<file path="src/sha1_pkg.sv">
`timescale 1ns / 1ps
package sha1_pkg;

  localparam int unsigned WordW = 32;

  localparam logic [WordW-1:0] K0 = 32'h5a827999;
  localparam logic [WordW-1:0] K1 = 32'h6ed9eba1;
  localparam logic [WordW-1:0] K2 = 32'h8f1bbcdc;
  localparam logic [WordW-1:0] K3 = 32'hca62c1d6;
  localparam logic [WordW-1:0] Iv0 = 32'h67452301;
  localparam logic [WordW-1:0] Iv1 = 32'hefcdab89;
  localparam logic [WordW-1:0] Iv2 = 32'h98badcfe;
  localparam logic [WordW-1:0] Iv3 = 32'h10325476;
  localparam logic [WordW-1:0] Iv4 = 32'hc3d2e1f0;
  localparam logic [7:0] PadByte = 8'h80;

  localparam logic REQ_ABSORB = 1'b0;
  localparam logic REQ_FINISH = 1'b1;

  // Back-end states.
  typedef enum logic [2:0] {
    ST_IDLE,
    ST_PAD,
    ST_LEN,
    ST_ROUND,
    ST_ADD,
    ST_EMIT
  } core_state_t;

  // Entry of the queue between front and back.
  typedef struct packed {
    logic       finish;
    logic [7:0] data;
  } req_t;

  function automatic logic [WordW-1:0] rotl(input logic [WordW-1:0] v, input int unsigned n);
    rotl = (v << n) | (v >> (WordW - n));
  endfunction

endpackage

</file>
<file path="src/sha1_req_fifo.sv">
`timescale 1ns / 1ps
module sha1_req_fifo
  import sha1_pkg::*;
(
  input  logic clk,
  input  logic rst,
  input  logic push,
  input  req_t push_data,
  output logic full,
  input  logic pop,
  output req_t pop_data,
  output logic empty
);

  req_t       mem [4];
  logic [1:0] wptr;
  logic [1:0] rptr;
  logic [2:0] count;

  assign full = (count == 3'd4);
  assign empty = (count == 3'd0);
  assign pop_data = mem[rptr];

  always_ff @(posedge clk) begin
    if (push && !full) begin
      mem[wptr] <= push_data;
    end
  end

  always_ff @(posedge clk) begin
    if (rst) begin
      wptr <= '0;
      rptr <= '0;
      count <= '0;
    end else begin
      if (push && !full) wptr <= wptr + 2'd1;
      if (pop && !empty) rptr <= rptr + 2'd1;
      count <= count + {2'b0, push && !full} - {2'b0, pop && !empty};
    end
  end

endmodule

</file>
<file path="src/sha1_core.sv">
`timescale 1ns / 1ps
module sha1_core
  import sha1_pkg::*;
(
  input  logic        clk,
  input  logic        rst,
  input  logic        req_valid,
  input  req_t        req,
  output logic        req_take,
  output logic        out_valid,
  output logic [31:0] out_word,
  output logic        out_last,
  input  logic        out_take
);

  core_state_t state;
  core_state_t state_next;

  logic [31:0] h [5];
  logic [31:0] w [16];
  logic [31:0] a, b, c, d, e;
  logic [5:0]  fill;
  logic [60:0] msg_bytes;
  logic [6:0]  round;
  logic [2:0]  emit_idx;
  logic        finishing;
  logic        need_len;

  logic [31:0] f, k, t, wn, wcur;
  logic [63:0] bits;
  logic [31:0] cur_word;
  logic        full_byte;

  assign bits = {msg_bytes, 3'b000};
  assign cur_word = w[15];

  // Byte shifts into the low end of the newest window word; words roll down.
  always_comb begin
    wn = rotl(w[13] ^ w[8] ^ w[2] ^ w[0], 1);
    wcur = (round < 7'd16) ? w[0] : wn;
    priority if (round < 7'd20) begin
      f = (b & c) | (~b & d);
      k = K0;
    end else if (round < 7'd40) begin
      f = b ^ c ^ d;
      k = K1;
    end else if (round < 7'd60) begin
      f = (b & c) | (b & d) | (c & d);
      k = K2;
    end else begin
      f = b ^ c ^ d;
      k = K3;
    end
    t = rotl(a, 5) + f + e + k + wcur;
  end

  assign full_byte = (fill == 6'd63);
  assign req_take = (state == ST_IDLE) && req_valid;
  assign out_valid = (state == ST_EMIT);
  assign out_word = h[0];
  assign out_last = (emit_idx == 3'd4);

  always_comb begin
    state_next = state;
    unique case (state)
      ST_IDLE: begin
        if (req_valid) begin
          if (req.finish == REQ_FINISH) begin
            // A pad in the last byte fills the block; a pad in byte 55 leaves
            // exactly the room for the length.
            if (full_byte) state_next = ST_ROUND;
            else if (fill == 6'd55) state_next = ST_LEN;
            else state_next = ST_PAD;
          end else if (full_byte) state_next = ST_ROUND;
        end
      end
      ST_PAD: begin
        if (fill == 6'd63) state_next = ST_ROUND;
        else if (fill == 6'd55 && need_len) state_next = ST_LEN;
      end
      ST_LEN: if (fill == 6'd63) state_next = ST_ROUND;
      ST_ROUND: if (round == 7'd79) state_next = ST_ADD;
      ST_ADD: begin
        if (!finishing) state_next = ST_IDLE;
        else if (need_len) state_next = ST_PAD;
        else state_next = ST_EMIT;
      end
      ST_EMIT: if (out_take && emit_idx == 3'd4) state_next = ST_IDLE;
      default: state_next = ST_IDLE;
    endcase
  end

  always_ff @(posedge clk) begin
    if (rst) begin
      state <= ST_IDLE;
      h[0] <= Iv0; h[1] <= Iv1; h[2] <= Iv2; h[3] <= Iv3; h[4] <= Iv4;
      fill <= '0;
      msg_bytes <= '0;
      round <= '0;
      emit_idx <= '0;
      finishing <= 1'b0;
      need_len <= 1'b0;
    end else begin
      state <= state_next;
      unique case (state)
        ST_IDLE: begin
          if (req_valid) begin
            if (req.finish == REQ_FINISH) begin
              w[15] <= {cur_word[23:0], PadByte};
              finishing <= 1'b1;
              need_len <= (fill != 6'd55);
              if (fill[1:0] == 2'd0) begin
                for (int i = 0; i < 15; i++) w[i] <= w[i+1];
              end
              fill <= fill + 6'd1;
            end else begin
              w[15] <= {cur_word[23:0], req.data};
              if (fill[1:0] == 2'd0) begin
                for (int i = 0; i < 15; i++) w[i] <= w[i+1];
              end
              fill <= fill + 6'd1;
              msg_bytes <= msg_bytes + 61'd1;
            end
            a <= h[0]; b <= h[1]; c <= h[2]; d <= h[3]; e <= h[4];
            round <= '0;
          end
        end
        ST_PAD, ST_LEN: begin
          if (state == ST_LEN) begin
            w[15] <= {cur_word[23:0], bits[8*(63-fill) +: 8]};
          end else begin
            w[15] <= {cur_word[23:0], 8'h00};
            if (fill == 6'd55 && need_len) need_len <= 1'b0;
          end
          if (fill[1:0] == 2'd0) begin
            for (int i = 0; i < 15; i++) w[i] <= w[i+1];
          end
          fill <= fill + 6'd1;
          a <= h[0]; b <= h[1]; c <= h[2]; d <= h[3]; e <= h[4];
          round <= '0;
        end
        ST_ROUND: begin
          // The window rolls one word per round; rounds 0-15 use the oldest word, later rounds the expanded word wn.
          for (int i = 0; i < 15; i++) w[i] <= w[i+1];
          w[15] <= wcur;
          a <= t; b <= a; c <= rotl(b, 30); d <= c; e <= d;
          round <= round + 7'd1;
        end
        ST_ADD: begin
          h[0] <= h[0] + a; h[1] <= h[1] + b; h[2] <= h[2] + c;
          h[3] <= h[3] + d; h[4] <= h[4] + e;
          emit_idx <= '0;
          // A pad that landed past byte 55 needs a second block.
          if (finishing && need_len) need_len <= 1'b1;
        end
        ST_EMIT: begin
          if (out_take) begin
            h[0] <= h[1]; h[1] <= h[2]; h[2] <= h[3]; h[3] <= h[4]; h[4] <= h[0];
            emit_idx <= emit_idx + 3'd1;
            if (emit_idx == 3'd4) begin
              h[0] <= Iv0; h[1] <= Iv1; h[2] <= Iv2; h[3] <= Iv3; h[4] <= Iv4;
              fill <= '0;
              msg_bytes <= '0;
              finishing <= 1'b0;
            end
          end
        end
        default: ;
      endcase
    end
  end

endmodule

</file>
<file path="src/sha1_out_fifo.sv">
`timescale 1ns / 1ps
module sha1_out_fifo
  import sha1_pkg::*;
(
  input  logic        clk,
  input  logic        rst,
  input  logic        in_valid,
  input  logic [31:0] in_word,
  input  logic        in_last,
  output logic        in_take,
  output logic [31:0] digest_word,
  output logic        word_last,
  output logic        empty,
  input  logic        pop
);

  logic        held;
  logic [31:0] word_q;
  logic        last_q;

  assign in_take = in_valid && (!held || pop);
  assign empty = !held;
  assign digest_word = word_q;
  assign word_last = last_q;

  always_ff @(posedge clk) begin
    if (in_take) begin
      word_q <= in_word;
      last_q <= in_last;
    end
  end

  always_ff @(posedge clk) begin
    if (rst) held <= 1'b0;
    else if (in_take) held <= 1'b1;
    else if (pop) held <= 1'b0;
  end

endmodule

</file>
<file path="src/sha1_stream_hash_unit.sv">
`timescale 1ns / 1ps
// Streaming SHA-1 hash unit.
// Input channel: push/full carry one transaction per message byte
// (req_type 0, data_byte) or a finish request (req_type 1).
// Result channel: empty/pop; each finish yields five digest words, h0 first,
// the fifth with word_last set.
// A four-entry request queue decouples the front from the hashing core.
// The core takes message bytes while idle; every 64th byte starts a
// compression (80 rounds plus the chain add), during which it takes none.
// A finish runs the padding bytes one a cycle and one or two compressions
// before the first word appears; the five words then leave one a cycle
// while the receiver pops. Reset is synchronous: the chain value returns
// to the initial vector and the byte counts clear. When the receiver
// stalls, the output register holds its word and the core waits; input
// keeps queuing until the queue is full.
module sha1_stream_hash_unit
  import sha1_pkg::*;
(
  input  logic        clk,
  input  logic        rst,
  input  logic        push,
  output logic        full,
  input  logic        req_type,
  input  logic [7:0]  data_byte,
  output logic        empty,
  input  logic        pop,
  output logic [31:0] digest_word,
  output logic        word_last
);

  req_t        q_in, q_out;
  logic        q_empty, q_take;
  logic        c_valid, c_last, c_take;
  logic [31:0] c_word;

  assign q_in.finish = req_type;
  assign q_in.data = data_byte;

  sha1_req_fifo u_fifo (
    .clk(clk), .rst(rst), .push(push), .push_data(q_in), .full(full),
    .pop(q_take), .pop_data(q_out), .empty(q_empty)
  );

  sha1_core u_core (
    .clk(clk), .rst(rst), .req_valid(!q_empty), .req(q_out), .req_take(q_take),
    .out_valid(c_valid), .out_word(c_word), .out_last(c_last), .out_take(c_take)
  );

  sha1_out_fifo u_out (
    .clk(clk), .rst(rst), .in_valid(c_valid), .in_word(c_word), .in_last(c_last),
    .in_take(c_take), .digest_word(digest_word), .word_last(word_last),
    .empty(empty), .pop(pop)
  );

endmodule

</file>
<file path="config.mk">
export PLATFORM = sky130hd
export DESIGN_NAME = sha1_stream_hash_unit
export DESIGN_NICKNAME = d
export VERILOG_FILES = /design/src/sha1_pkg.sv /design/src/sha1_req_fifo.sv /design/src/sha1_core.sv /design/src/sha1_out_fifo.sv /design/src/sha1_stream_hash_unit.sv
export SDC_FILE = /design/constraint.sdc
export NUM_CORES = 2
export LEC_CHECK = 0
export BUFFER_PORTS_ARGS = -buffer_cell sky130_fd_sc_hd__buf_4
export CAP_MARGIN = 20
export CORE_MARGIN = 4
export CORE_UTILIZATION = 30
export DETAILED_ROUTE_END_ITERATION = 8
export HOLD_SLACK_MARGIN = 0.12
export PLACE_DENSITY_LB_ADDON = 0.12
export SLEW_MARGIN = 5
export SYNTH_ARGS = -nofsm -noshare
export SYNTH_HDL_FRONTEND = slang
export SYNTH_SLANG_ARGS = --single-unit
</file>
<file path="constraint.sdc">
create_clock -name clk -period 12.75 [get_ports clk]
set_input_delay 0.6375 -clock clk [delete_from_list [all_inputs] [get_ports clk]]
set_output_delay 0.6375 -clock clk [all_outputs]
set_load 0.005 [all_outputs]
</file>
# Word-level counts from Yosys, hierarchy flattened
# Memory sizes are Yosys's and may differ from the RTL's. A register that Yosys moved wholly into a read port is not among the register bits.
# Index checks and enable logic that the tools add are counted.
dict set report word_totals {
  ff_bits 283
  ramBits 708
  inputBits 13
  out_inout_bits 35
  word_cells 348
  mem_count 3
}
dict set report classes {
  add_sub_neg 18
  order_cmp 4
  eq_ne 22
  shifts 1
  muxes 172
  bitwise_logic 81
  n_reduce_logical 29
}
# name depth word_bits read_ports rd_ports_with_merged_regs write_ports line_no
set mem_list {}
lappend mem_list {u_core.w 16 32 16 0 16 sha1_core.sv:20} ;# logic [31:0] w [16];
lappend mem_list {u_core.h 5 32 5 0 5 sha1_core.sv:19} ;# logic [31:0] h [5];
lappend mem_list {u_fifo.mem 4 9 1 1 1 sha1_req_fifo.sv:15} ;# req_t mem [4];
# cell count
set ops {}
lappend ops {{32-bit two-way mux} 75}
lappend ops {{32-bit case mux with 3 select lines} 5}
lappend ops {{32-bit adder} 9}
lappend ops {{61-bit two-way mux} 4}
lappend ops {{32-bit XOR} 5}
lappend ops {{32-bit AND} 4}
lappend ops {{61-bit case mux with 2 select lines} 1}
lappend ops {{32-bit bitwise OR} 3}
lappend ops {{1-bit bitwise OR} 64}
lappend ops {{64-bit by 33-bit variable part select with 8-bit output} 1}
lappend ops {{1-bit two-way mux} 62}
lappend ops {{61-bit by 1-bit adder with 61-bit output, second input constant} 1}
lappend ops {{3-bit two-way mux} 11}
lappend ops {{32-bit NOT} 1}
lappend ops {{32-bit by 1-bit bitwise OR with 32-bit output} 1}
lappend ops {{32-bit by 30-bit bitwise OR with 32-bit output} 1}
lappend ops {{32-bit by 5-bit bitwise OR with 32-bit output} 1}
lappend ops {{31-bit two-way mux} 1}
lappend ops {{7-bit case mux with 3 select lines} 1}
lappend ops {{6-bit two-way mux} 3}
lappend ops {{3-bit case mux with 6 select lines} 1}
lappend ops {{6-bit case mux with 3 select lines} 1}
lappend ops {{7-bit by 5-bit < comparator with 1-bit output, second input constant} 2}
lappend ops {{7-bit by 6-bit < comparator with 1-bit output, second input constant} 2}
lappend ops {{35 further kinds} 67}

# Depth between registers and ports, before layout
dict set report depth {
  depth_word 11
  depth_mapped 26
  ltp_nobuf 24
}

# Hierarchy
# A second synthesis with hierarchy kept.
dict set report unflattened {
  hier_cells 4108
  hier_area_um2 49576.3
}
# module n_inst cells_per_inst area_per_inst_um2 seq_area_each_um2
set modules_own_cells {}
lappend modules_own_cells {sha1_core 1 3970 46759.8 25024.0}
lappend modules_own_cells {sha1_req_fifo 1 98 1776.7 1261.2}
lappend modules_own_cells {sha1_out_fifo 1 39 1036.0 1011.0}
lappend modules_own_cells {sha1_stream_hash_unit 1 1 3.8 0.0}

# Worst setup path after synthesis
# Ideal clock, no wire load.
dict set report synth_path {
  kind {input port to flip-flop}
  from {input port rst}
  to {register u_core.a[0] (enable)}
  setup_ns 0.876
  arrival_ns 12.139
  required_ns 11.874
  setup_slack_ns -0.264
  cell_stages 4
  path_buffers 3
  cell_sequence {clkbuf_1 clkbuf_1 clkbuf_1 nor3_1}
}
dict set report synth_via {
  elab_chain_cells 2
}
# item line_no
set synth_rtl {}
lappend synth_rtl {{from (decl)} sha1_stream_hash_unit.sv:20} ;# input logic rst,
lappend synth_rtl {{1-bit NOT (no line)} --}
lappend synth_rtl {{3-bit AND reduction (no line)} --}
lappend synth_rtl {{to (signal assigned)} sha1_core.sv:124} ;# a <= h[0]; b <= h[1]; c <= h[2]; d <= h[3]; e <= h[4];
lappend synth_rtl {{to (signal assigned)} sha1_core.sv:139} ;# a <= h[0]; b <= h[1]; c <= h[2]; d <= h[3]; e <= h[4];
lappend synth_rtl {{to (decl)} sha1_core.sv:21} ;# logic [31:0] a, b, c, d, e;
# Every way passes these cells.
# A chain may end at the register's enable or synchronous reset.

# Final worst setup path
dict set report layout_path {
  from {register u_core.round[4]}
  to {register u_core.a[29], data pin}
}
dict set report layout_via {
  elab_chain_cells 9
  word_cells_on_any_way 16
  classes_between {4 x add/sub; 4 x order compare; 8 x mux}
}
# item line_no
set layout_rtl {}
lappend layout_rtl {{from (decl)} sha1_core.sv:24} ;# logic [6:0] round;
lappend layout_rtl {{from (signal assigned)} sha1_core.sv:147} ;# round <= round + 7'd1;
lappend layout_rtl {{7-bit by 6-bit < comparator with 1-bit output} sha1_core.sv:47} ;# end else if (round < 7'd60) begin
lappend layout_rtl {{32-bit two-way mux} sha1_core.sv:47}
lappend layout_rtl {{32-bit two-way mux} sha1_core.sv:44} ;# end else if (round < 7'd40) begin
lappend layout_rtl {{32-bit two-way mux} sha1_core.sv:41} ;# priority if (round < 7'd20) begin
lappend layout_rtl {{32-bit adder (3 in series)} sha1_core.sv:54} ;# t = rotl(a, 5) + f + e + k + wcur;
lappend layout_rtl {{32-bit adder (*)} sha1_core.sv:54}
lappend layout_rtl {{32-bit case mux with 3 select lines (*)} sha1_core.sv:105} ;# unique case (state)
# Mark *: on every way between the ends. The rest lies on a longest branch, timed or not.

==> flow_summary.json <==
{
  "run_status": "finished clean",
  "fp.dieH_um": 414,
  "ys.flop_type": "edfxtp_1",
  "syn_inst": 4323,
  "critical-path-max-stage-delay_ns": 0.77,
  "reg2reg_from": "u_core.round[4]",
  "critPathSlowestCell": "inv_1",
  "ys_warn_count": 0,
  "cp.required_ns": 13.19,
  "nNetsFinal": 4724,
  "wl_mm": 162,
  "endpoint_kind": "register",
  "vias_per_cell": 5.10,
  "grt_overflow": 0,
  "hpwl_mm": 114,
  "tightest_slew_ns": 1.30,
  "port_buffers": 47,
  "arrival_ns": 7.13,
  "clk_latency_ns": 0.75,
  "coreArea_um2": 164000,
  "seq_area_um2": 27300,
  "drive_above_1_share_pct": 7.73,
  "r2r_cells": 20,
  "criticalPathCategory": "register to register",
  "io_pins": 48,
  "firstDrtPassIters": 6,
  "ys_seq_elements": 993,
  "htreeDepth": 3,
  "ant_nets": 0,
  "worstSetupStartpointType": "register",
  "p_sw_share_pct": 37.9,
  "ctsLongestPathBuffers": 3,
  "intPower_uw": 8350,
  "grt_max_degree": 178,
  "ys_async_sr_fraction_pct": 0,
  "drv_slew": 0,
  "clock_power_share_pct": 24.5,
  "holdPathEnd": "u_core.round[1]",
  "switchingPower_uw": 5100,
  "drt_drc_violations_left": 0,
  "fin_tns_setup_ns": 0,
  "grt_pass1_wl_mm": 236,
  "first_global_vias": 33288,
  "die_area_um2": 172000,
  "multi_input_area_um2": 20900,
  "max_cap_violations": 0,
  "power_uw": 13500,
  "timing.rr.end": "u_core.a[29]",
  "skew_ns": 0.0553,
  "syn_area_um2": 49500,
  "fillers": 16262,
  "post_drt_wl_per_cell_um": 24.4,
  "ir_drop_v": 0.000184,
  "antenna_found_initial": 8,
  "cts-root-buf": "clkbuf_16",
  "p_per_area_nw_per_um2": 239,
  "finalHoldViolCount": 0,
  "slew_headroom_pct": 13.5,
  "cts_buffers": 112,
  "hp-class": "input port to register",
  "row_count": 148,
  "comb_power_share_pct": 37.7,
  "setup_viol": 0,
  "p_leak_uw": 0.0209,
  "rrSetupSlack_ns": 6.07,
  "cts_tree": "built",
  "globalplace.congestion": 0.876,
  "synth_cell_types": 90,
  "dieWidth_um": 414,
  "seqPwrFrac_pct": 37.8,
  "finalCritPeriodShare_pct": 52.4,
  "path_clk_slew_ns": 0.06,
  "vias": 33967,
  "crit_chain": "a41oi_1, nand2_1, buf_4, inv_1, fa_1, inv_1, fa_1, inv_1, fa_1, inv_1, ha_1, a2111o_1, o22a_1, a2111o_1, nand2_1, o21ai_1, o41ai_2, o21ai_0, xnor2_1, o21ai_1",
  "max_freq_mhz": 150,
  "drt_iter0_markers": 3078,
  "crit_top_cell": "inv_1",
  "synthesis.nets": 4667,
  "grt_usage_pct": 18.4,
  "start_util_pct": 30.3,
  "path_max_fanout": 24,
  "min_from": "rst",
  "fin_crit_ns": 6.68,
  "cts.sinks": 993,
  "rsz0062_at_grt": "false",
  "synth_edf_count": 741,
  "cp_top_family": "compound AO/OA/AOI/OAI gates",
  "area_growth_pct": 13.8,
  "crit_buf_inv": 5,
  "synth.avg_cell_area_um2": 11.5,
  "ys_seq_area_share_pct": 55.1,
  "hold-path-cell-count": 2
}
worst reg2reg max path, stage by stage, from the launching register on:
cell,delay [ns]
dfxtp_1,0.39
a41oi_1,0.49
nand2_1,0.10
buf_4,0.23
inv_1,0.78
fa_1,0.56
inv_1,0.08
fa_1,0.41
inv_1,0.08
fa_1,0.41
inv_1,0.07
ha_1,0.29
a2111o_1,0.43
o22a_1,0.27
a2111o_1,0.51
nand2_1,0.14
o21ai_1,0.17
o41ai_2,0.53
o21ai_0,0.19
xnor2_1,0.20
o21ai_1,0.07
routing by layer:
layer | up-vias | GRT usage, % | wire (µm)
li1 | 15861 | - | -
met1 | 17081 | 26.2 | 76400
met2 | 831 | 29.6 | 74500
met3 | 194 | 2.33 | 7030
met4 | 0 | 4.89 | 4270
met5 | - | 0 | 0
how the worst max path moves through the flow:
| stage | to | start | slack (ns) | cells after the start |
|---|---|---|---|---|
| global placement | u_core.a[29] | u_core.round[4] | 6.22 | 20 |
| finish | u_core.a[29] | u_core.round[4] | 6.07 | 20 |
| floorplan | u_core.w[0][0] | u_core.state[0] | 4.18 | 6 |
| detailed placement | u_core.a[29] | u_core.round[4] | 6.18 | 20 |
| global route | u_core.a[29] | u_core.round[4] | 5.62 | 26 |
| CTS | u_core.a[29] | u_core.round[4] | 6.10 | 20 |
timing repair:
item,4_1_cts,5_1_grt
hold buffers,9,0
gates resized for setup,0,0
buffers inserted,0,0
endpoints found under the hold margin,36,0
final cells by class:
type                    count  area share (%)
flip-flops and latches    993            48.4
multi-input cells        2948            37.1
clock buffers             143            5.30
well taps                2175            4.83
repair buffers            109            1.54
inverters                 216            1.44
clock inverters            67            1.34
diodes                      3          0.0133
kinds of logic (layout without fill, tap and decap cells):
group                      Yosys count  after routing  synth area share (%)
buffers and inverters              382            535                  2.91
xor gates and xnor gates           323            323                  5.71
AOI/OAI and AO/OA                  997            997                  13.0
adders and majority gates          331            331                  10.2
other                                0              3                     0
and+or+nand+nor                   1204           1204                  10.6
muxes                               93             93                  2.54
DFF                                993            993                  55.1
synth_stat cells (all sizes together) (15+ instances only):
| cell | n | area, µm² |
|---|---|---|
| a22oi | 28 | 210 |
| nor2b | 24 | 150 |
| inv | 215 | 807 |
| a222oi | 39 | 390 |
| a221oi | 17 | 149 |
| mux2 | 23 | 259 |
| nor3 | 41 | 233 |
| clkbuf | 142 | 533 |
| o22ai | 76 | 475 |
| nand2b | 25 | 156 |
| mux2i | 48 | 480 |
| fa | 118 | 2360 |
| xor2 | 117 | 1020 |
| o21bai | 22 | 165 |
| mux4 | 22 | 518 |
| a211oi | 25 | 188 |
| buf | 24 | 97.6 |
| a31oi | 21 | 131 |
| edfxtp | 741 | 22300 |
| a21o | 93 | 698 |
| o21a | 19 | 143 |
| xnor2 | 206 | 1800 |
| a221o | 26 | 260 |
| o21ai | 277 | 1390 |
| or3 | 15 | 93.8 |
| nor2 | 356 | 1340 |
| ha | 213 | 2670 |
| and2 | 18 | 113 |
| a21oi | 234 | 1170 |
| dfxtp | 252 | 5040 |
| nand3 | 79 | 400 |
| nand4 | 28 | 190 |
| and3 | 28 | 175 |
| nand2 | 546 | 2050 |
stage by stage:
step | setup slack, ns | hold WS, ns | util, % | instance area (µm²) | cells
6_report | 6.07 | 0.303 | 34.5 | 56400 | 6654
5_1_grt | 5.62 | 0.272 | 34.5 | 56300 | 6651
4_1_cts | 6.10 | 0.227 | 34.5 | 56300 | 6651
3_5_place_dp | 6.18 | 0.405 | 32.1 | 52500 | 6432
3_3_place_gp | 6.22 | 0.400 | 32.1 | 52500 | 6432
2_1_floorplan | 4.18 | 0.400 | - | 49500 | 4323
cells in the final DEF, fill, tap and decap left out, drive strengths merged, types with 39 or more instances in the layout:
cell / instances
ha: 213
a222oi: 39
buf: 100
a21o: 93
inv: 214
clkbuf: 143
xor2: 117
xnor2: 206
o21ai: 277
nand2: 546
nor3: 41
dfxtp: 252
o22ai: 76
fa: 118
clkinv: 53
a21oi: 234
mux2i: 48
nand3: 79
nor2: 356
edfxtp: 741
power groups by stage:
stage               clock network (µW)  logic (µW)  registers, µW
finish                            3300        5070           5080
detailed placement                   0        5050           5140
CTS                               3400        5090           5090
global route                      3530        5620           5150
floorplan                            0        3560           4980
global placement                     0        5060           5140
flip-flops by register name, indices dropped and copies added, names as in the netlist, 36 cells and up, named ones only:
register / count
u_fifo.mem: 36
u_core.msg_bytes: 61
u_core.h: 160
u_core.w: 512
Note: power is estimated with default switching activity, not from simulation.
